[src/rtl/gnd_pkg.sv]
// ----------------------------------------------------------------------------
// gnd_pkg
// Shared constants and elaboration-time functions for the 2D gradient noise
// block, including the generator for the gradient lookup table.
// ----------------------------------------------------------------------------
package gnd_pkg;

  localparam int unsigned CELL_W     = 32;
  localparam int unsigned GRAD_C_W   = 17;
  localparam int unsigned GRAD_W     = 2 * GRAD_C_W;
  localparam int unsigned DOT_W      = 28;
  localparam int unsigned NOISE_W    = 16;
  localparam int unsigned OQ_DEPTH   = 16;
  localparam int unsigned MQ_DEPTH   = 4;
  localparam int unsigned PIPE_STAGES = 11;

  localparam logic [31:0] HASH_MUL_A  = 32'd3284157443;
  localparam logic [31:0] HASH_MUL_B  = 32'd1911520717;
  localparam logic [31:0] HASH_MUL_C  = 32'd2048419325;
  localparam logic [63:0] PI_HALF_Q30 = 64'd1686629713;
  localparam logic [63:0] ONE_Q30     = 64'd1 << 30;

  localparam logic [1:0] QUAD_0 = 2'd0;
  localparam logic [1:0] QUAD_1 = 2'd1;
  localparam logic [1:0] QUAD_2 = 2'd2;

  function automatic logic [31:0] rot16(input logic [31:0] v);
    return {v[15:0], v[31:16]};
  endfunction

  function automatic logic [63:0] one_minus(input logic [63:0] v);
    return (v < ONE_Q30) ? (ONE_Q30 - v) : 64'd0;
  endfunction

  function automatic logic [63:0] mul30(input logic [63:0] a, input logic [63:0] b);
    logic [63:0] p;
    p = a * b;
    return p >> 30;
  endfunction

  function automatic logic [63:0] to_q15(input logic [63:0] v);
    logic [63:0] r;
    r = (v + (64'd1 << 14)) >> 15;
    return (r > 64'd32768) ? 64'd32768 : r;
  endfunction

  // Unit gradient {gx, gy} for table entry k, evaluated at elaboration only.
  function automatic logic [GRAD_W-1:0] grad_entry(input int unsigned k,
                                                   input int unsigned ab);
    logic [31:0] phase;
    logic [1:0]  quad;
    logic [63:0] r, th, t2, hs, hc;
    logic signed [GRAD_C_W-1:0] sv, cv, gx, gy;
    phase = 32'(k << (32 - ab));
    quad  = phase[31:30];
    r     = {34'd0, phase[29:0]};
    th    = mul30(r, PI_HALF_Q30);
    t2    = mul30(th, th);

    hs = one_minus(t2 / 110);
    hs = one_minus(mul30(t2, hs) / 72);
    hs = one_minus(mul30(t2, hs) / 42);
    hs = one_minus(mul30(t2, hs) / 20);
    hs = one_minus(mul30(t2, hs) / 6);
    hs = mul30(th, hs);

    hc = one_minus(t2 / 132);
    hc = one_minus(mul30(t2, hc) / 90);
    hc = one_minus(mul30(t2, hc) / 56);
    hc = one_minus(mul30(t2, hc) / 30);
    hc = one_minus(mul30(t2, hc) / 12);
    hc = one_minus(mul30(t2, hc) / 2);

    sv = GRAD_C_W'(to_q15(hs));
    cv = GRAD_C_W'(to_q15(hc));
    case (quad)
      QUAD_0: begin
        gx = cv;
        gy = sv;
      end
      QUAD_1: begin
        gx = -sv;
        gy = cv;
      end
      QUAD_2: begin
        gx = -cv;
        gy = -sv;
      end
      default: begin
        gx = sv;
        gy = -cv;
      end
    endcase
    return {gx, gy};
  endfunction

endpackage

[src/rtl/gnd_fifo.sv]
// ----------------------------------------------------------------------------
// gnd_fifo
// Small show-ahead queue used between the front end, the pipeline and the
// result port.
// ----------------------------------------------------------------------------
module gnd_fifo #(
  parameter int unsigned WIDTH = 16,
  parameter int unsigned DEPTH = 4
) (
  input  logic             clk,
  input  logic             rst,
  input  logic             wr_en,
  input  logic [WIDTH-1:0] wr_data,
  input  logic             rd_en,
  output logic [WIDTH-1:0] rd_data,
  output logic             full,
  output logic             empty
);

  localparam int unsigned AW = $clog2(DEPTH);

  logic [WIDTH-1:0] mem [DEPTH];
  logic [AW-1:0]    wr_ptr;
  logic [AW-1:0]    rd_ptr;
  logic [AW:0]      count;
  logic             do_wr;
  logic             do_rd;

  assign full    = (count == (AW+1)'(DEPTH));
  assign empty   = (count == '0);
  assign do_wr   = wr_en && !full;
  assign do_rd   = rd_en && !empty;
  assign rd_data = mem[rd_ptr];

  always_ff @(posedge clk) begin
    if (do_wr) begin
      mem[wr_ptr] <= wr_data;
    end
  end

  always_ff @(posedge clk) begin
    if (rst) begin
      wr_ptr <= '0;
      rd_ptr <= '0;
      count  <= '0;
    end else begin
      if (do_wr) begin
        wr_ptr <= wr_ptr + 1'b1;
      end
      if (do_rd) begin
        rd_ptr <= rd_ptr + 1'b1;
      end
      count <= count + (AW+1)'(do_wr) - (AW+1)'(do_rd);
    end
  end

endmodule

[src/rtl/gnd_front.sv]
// ----------------------------------------------------------------------------
// gnd_front
// Input side: splits each point into lattice cell and cell fraction and
// queues it for the arithmetic pipeline.
// ----------------------------------------------------------------------------
module gnd_front #(
  parameter int unsigned FRAC_BITS = 16
) (
  input  logic                          clk,
  input  logic                          rst,
  input  logic                          push,
  output logic                          full,
  input  logic signed [31:0]            x_coord,
  input  logic signed [31:0]            y_coord,
  output logic                          item_valid,
  input  logic                          item_take,
  output logic [2*32+2*FRAC_BITS-1:0]   item_data
);
  import gnd_pkg::*;

  localparam int unsigned ITEM_W = 2 * CELL_W + 2 * FRAC_BITS;

  logic [CELL_W-1:0]    ix;
  logic [CELL_W-1:0]    iy;
  logic [FRAC_BITS-1:0] tx;
  logic [FRAC_BITS-1:0] ty;
  logic                 empty;

  // The arithmetic shift gives the floor of the coordinate.
  assign ix = CELL_W'(x_coord >>> FRAC_BITS);
  assign iy = CELL_W'(y_coord >>> FRAC_BITS);
  assign tx = x_coord[FRAC_BITS-1:0];
  assign ty = y_coord[FRAC_BITS-1:0];

  gnd_fifo #(
    .WIDTH(ITEM_W),
    .DEPTH(MQ_DEPTH)
  ) u_queue (
    .clk    (clk),
    .rst    (rst),
    .wr_en  (push),
    .wr_data({ix, iy, tx, ty}),
    .rd_en  (item_take),
    .rd_data(item_data),
    .full   (full),
    .empty  (empty)
  );

  assign item_valid = !empty;

endmodule

[config.mk]
export PLATFORM = sky130hd
export DESIGN_NAME = gnd_front
export DESIGN_NICKNAME = d
export VERILOG_FILES = /design/src/rtl/gnd_pkg.sv /design/src/rtl/gnd_fifo.sv /design/src/rtl/gnd_front.sv
export SDC_FILE = /design/constraint.sdc
export NUM_CORES = 1
export LEC_CHECK = 0
export ABC_AREA = 1
export BUFFER_PORTS_ARGS = -buffer_cell sky130_fd_sc_hd__buf_2
export CELL_PAD_IN_SITES_DETAIL_PLACEMENT = 2
export CELL_PAD_IN_SITES_GLOBAL_PLACEMENT = 2
export CORE_MARGIN = 1.5
export CORE_UTILIZATION = 30
export DETAILED_ROUTE_END_ITERATION = 6
export PLACE_DENSITY = 0.64
export SLEW_MARGIN = 20
export SYNTH_ARGS = -nofsm -noshare
export SYNTH_HDL_FRONTEND = slang
export SYNTH_SLANG_ARGS = --single-unit
[constraint.sdc]
create_clock -name clk -period 8.7 [get_ports clk]
set_input_delay 0.87 -clock clk [delete_from_list [all_inputs] [get_ports clk]]
set_output_delay 0.87 -clock clk [all_outputs]
set_load 0.02 [all_outputs]
Word-level counts from Yosys, hierarchy flattened --
Memory sizes are Yosys's and may differ from the RTL's. A register that Yosys moved wholly into a read port is not among the register bits. Cells that the tools add are included. W data, S select, Z words.
Word-level totals: register bits 7, latch bits 0, RAM bits 384, memory bits (read-only) 0, input bits 68, memories kept 1
Operators by class: $add $sub $neg 4, $mul 0, divide/modulo/power cells 0, order comparisons 0, eq/ne operators 1, shift-type cells 0, multiplexer cells 4, bitwise operators 0, reduce and logical (&&, ||, !) cells 5
Memory list:
- u_queue.mem | words 4, bits a word 96, read ports 1, clocked after memory_dff 1, wr ports 1, RTL line gnd_fifo.sv:22 | logic [WIDTH-1:0] mem [DEPTH];
Operators with widths (number):
- $add A2 B1 Y2 const B | 2
- $mux W2 | 2
- $add A3 B1 Y3 | 1
- $eq A3 B3 Y1 const B | 1
- $logic_not A3 Y1 | 1
- $sub A3 B1 Y3 | 1
- $logic_and A1 B1 Y1 | 2
- $logic_not A1 Y1 | 2
- $mux W1 | 2

Depth between registers and ports, before layout --
word-level depth 5, gate-level depth with buffers 9, mapped depth without buffers 9

Modules after synthesis --
Synthesis repeated with hierarchy kept, for this count alone.
Second synthesis, totals: cell total of the unflattened synthesis 998, area total of the unflattened synthesis 14765.4 um2
Modules (own cells, without submodules):
- gnd_fifo | times used 1, cells an instance 997, area each 14761.7 um2
- gnd_front | times used 1, cells an instance 1, area each 3.8 um2

Worst setup path before layout --
OpenSTA, ideal clock, no wires.
path type input -> register, from input push, to memory u_queue.mem[0][0] in the netlist's numbering, enable pin, library setup time 0.486 ns, arrival time 3.659 ns, data required time 8.214 ns, setup slack 4.555 ns, stages 2, path buffers 0, cell sequence nand2_1 > nor2_1
On the way: longest elaborated chain between the ends 3
Ends and longest elaborated chain:
- start: declaration | RTL line gnd_front.sv:11 | input logic push,
- $logic_and A1 B1 Y1 | RTL line gnd_fifo.sv:31 | assign do_wr = wr_en && !full;
- $mux W1 | RTL line gnd_fifo.sv:36 | if (do_wr) begin
- $mux W1 (not written as such) | RTL line gnd_fifo.sv:37 | mem[wr_ptr] <= wr_data;
- end: declaration | RTL line gnd_fifo.sv:22
No other way between the ends.

==> reports/qor.txt <==
run status -> finished, final reports clean
Overflow after GRT -> 0
Final ANT Viol Nets -> 0
Combinational Power Share -> 0.279
CTS sink cnt -> 265
Net Sw Frac -> 0.3422
Pins Over Slew Limit -> 0
CTS Hold Buffers Added -> 0
Initial Util -> 0.3049
Netlist cell types -> 20
Power per Cell Area -> 317.8 mW/mm2
synthesized area -> 0.01022 mm2
Max Clock Freq -> 231.0 MHz
actual slew at the worst max-slew pin -> 1.053 ns
CP endpoint kind -> output port
Hold Path Class -> reg -> reg
Psw -> 1312 uW
root buf cell -> clkbuf_16
Avg Cell Area, Syn -> 14.22 um2
critical path class -> reg -> out
Seq/Total Area, Yosys -> 0.7696
clock group share of total power -> 0.298
Worst Setup EP -> item_data[52]
Worst path slowest cell -> buf_4
synthesized instance count -> 719
Synth Net Count -> 794
critical path data arrival time -> 3.46 ns
TritonCTS clock tree -> done
crit-path cells -> inv_4 -> buf_4 -> o21ai_1 -> o22ai_1 -> buf_2
Int Pwr -> 2523 uW
Die X -> 187.6 um
max_cap viols -> 0
most frequent cells in the layout -> 256 x edfxtp_1, 165 x buf_2, 137 x nor2_1, 73 x o21ai_0, 64 x o22ai_1
setup_tns -> 0 ns
per-cell routed wire length -> 18.92 um
P_leak -> 0.004239 uW
reg2reg path depth -> 5
CP startpoint kind -> flop
fillers -> 3479
first-pass GRT wire length -> 38470 um
# Post-CTS Setup Buffers -> 0
Post-synth EDFFs -> 256
r2r setup slk -> 6.31 ns
CTS Buffer Depth -> 3
Reg-to-Reg Start -> u_queue.count[1]
period utilisation layout -> 0.4977
Synth Warn # -> 0
placer congestion estimate -> 0.6765
final WL -> 24950 um
number of H-tree levels -> 1
die extent in y -> 187.6 um
required time of the critical path -> 7.83 ns
clk_skew -> 0.005998 ns
RSZ-0062 raised after global routing -> false
DR pass1 iterations -> 4
crit path max fanout -> 71
Final nets -> 925
Post-DP HPWL -> 14200 um
Final Setup Violations -> 0
DR DRC count -> 0
VDD IR max -> 0.0001456 V
area grow syn2layout -> 18.04%
vias -> 6210
all-layer global routing usage -> 0.1411
leading cell type in the layout, fill and taps excluded -> edfxtp_1
FF-to-FF End -> u_queue.mem[1][38]
FP Rows -> 67
vias per cell -> 4.708
Top FF cell, synth -> edfxtp_1
share of cells above drive strength 1 -> 0.2520
die area -> 0.03520 mm2
Seq cells post-synth -> 265
IO Port Bufs -> 165
top cell type's share of synthesized area -> 0.7519
clock latency on the worst-skew pair -> 0.54 ns
initial antenna violation count -> 6
vias in the first global route -> 6694
cts bufs inserted -> 29
Hold Vio Cnt, Final -> 0
top cell type by total area after synthesis -> edfxtp_1
CORE AREA -> 0.03353 mm2
post-CTS resize count -> 0
Synth async-reset ratio -> 0
final core occ -> 0.3599
I/O pin total -> 166
initial DRC count -> 280
fin crit period -> 4.330 ns
Worst-path clk slew -> 0.06 ns
CP max stage delay -> 0.66 ns
Worst slew margin -> 0.2977
Synth area leaders -> edfxtp_1 75%, nor2_1 5.2%, o22ai_1 3.9%
Reg power frac -> 0.423
largest net degree at the start of global routing -> 77
Yosys cell counts (4+ instances only):
| library cell | instances |
|---|---|
| edfxtp_1 | 256 |
| nor2_1 | 141 |
| o21ai_0 | 73 |
| o22ai_1 | 64 |
| o21ai_1 | 56 |
| buf_4 | 38 |
| clkbuf_1 | 18 |
| inv_1 | 17 |
| buf_6 | 13 |
| nand2_1 | 12 |
| dfxtp_1 | 9 |
| ha_1 | 6 |
| a21oi_1 | 4 |
worst max-delay path: cells and delay by family (launching register included):
| family | cells | cell delay [ns] |
|---|---|---|
| buf+inv | 3 | 1.59 |
| compound gates | 2 | 0.77 |
| flops | 1 | 0.51 |
stage by stage:
| stage | worst slack, ns | cell area [um2] | instances | power [uW] | hold WS, ns |
|---|---|---|---|---|---|
| 5_1_grt | 3.960 | 12070 | 1318 | 4049 | 0.5082 |
| 4_1_cts | 4.219 | 12060 | 1317 | 3908 | 0.4887 |
| 3_5_place_dp | 4.817 | 11190 | 1267 | 2747 | 0.4827 |
| 3_3_place_gp | 4.976 | 11190 | 1267 | 2721 | 0.4674 |
| 6_report | 4.370 | 12070 | 1319 | 3836 | 0.4932 |
| 2_1_floorplan | 4.555 | 10220 | 719 | 2456 | 0.4481 |
worst min-delay path by stage:
stage	endpoint	depth (start not counted)	start
2_1_floorplan	flop	2	u_queue.rd_ptr[0]
3_3_place_gp	u_queue.rd_ptr[0]	2	u_queue.rd_ptr[0]
3_5_place_dp	u_queue.rd_ptr[0]	2	u_queue.rd_ptr[0]
4_1_cts	u_queue.count[0]	2	rst
5_1_grt	u_queue.count[0]	2	rst
6_report	u_queue.rd_ptr[0]	2	u_queue.rd_ptr[0]
power by group through the flow:
stage          clock (uW)  combinational, uW  sequential (uW)
2_1_floorplan           0                832             1620
4_1_cts              1180               1100             1620
6_report             1140               1070             1620
3_3_place_gp            0               1080             1640
3_5_place_dp            0               1100             1650
5_1_grt              1230               1180             1640
flip-flops by register name, indices dropped and copies added (netlist names), named ones only:
register and count:
u_queue.mem 256, u_queue.count 3, u_queue.rd_ptr 2, u_queue.wr_ptr 2
layer usage:
layer / vias to the layer above / GRT usage / wire (um)
met1: 3137 / 0.1706 / 10480
met3: 43 / 0.03631 / 1357
li1: 2886 / - / -
met5: - / 0 / 50
met2: 136 / 0.2499 / 12680
met4: 8 / 0.03569 / 381
final cells by class:
cell class	count	area, um2	area share
sequential	265	7873	0.6524
clock inverter	12	115.1	0.009539
tap	448	560.5	0.04645
antenna	2	5.005	0.0004147
clock buffer	38	759.5	0.06293
multi-input combinational	362	1795	0.1488
timing repair buffer	173	885.9	0.07341
inverter	19	73.82	0.006117
kinds of logic (layout without fill, tap and decap cells):
logic type / Yosys count / count (layout) / share of synthesized area
flops: 265 / 265 / 0.7696
compound gates: 199 / 199 / 0.1057
simple gates: 156 / 156 / 0.05764
buf+inv: 92 / 242 / 0.05776
fa+ha+maj: 7 / 7 / 0.009301
other cells: 0 / 2 / 0
(Power assumes the default switching activity.)
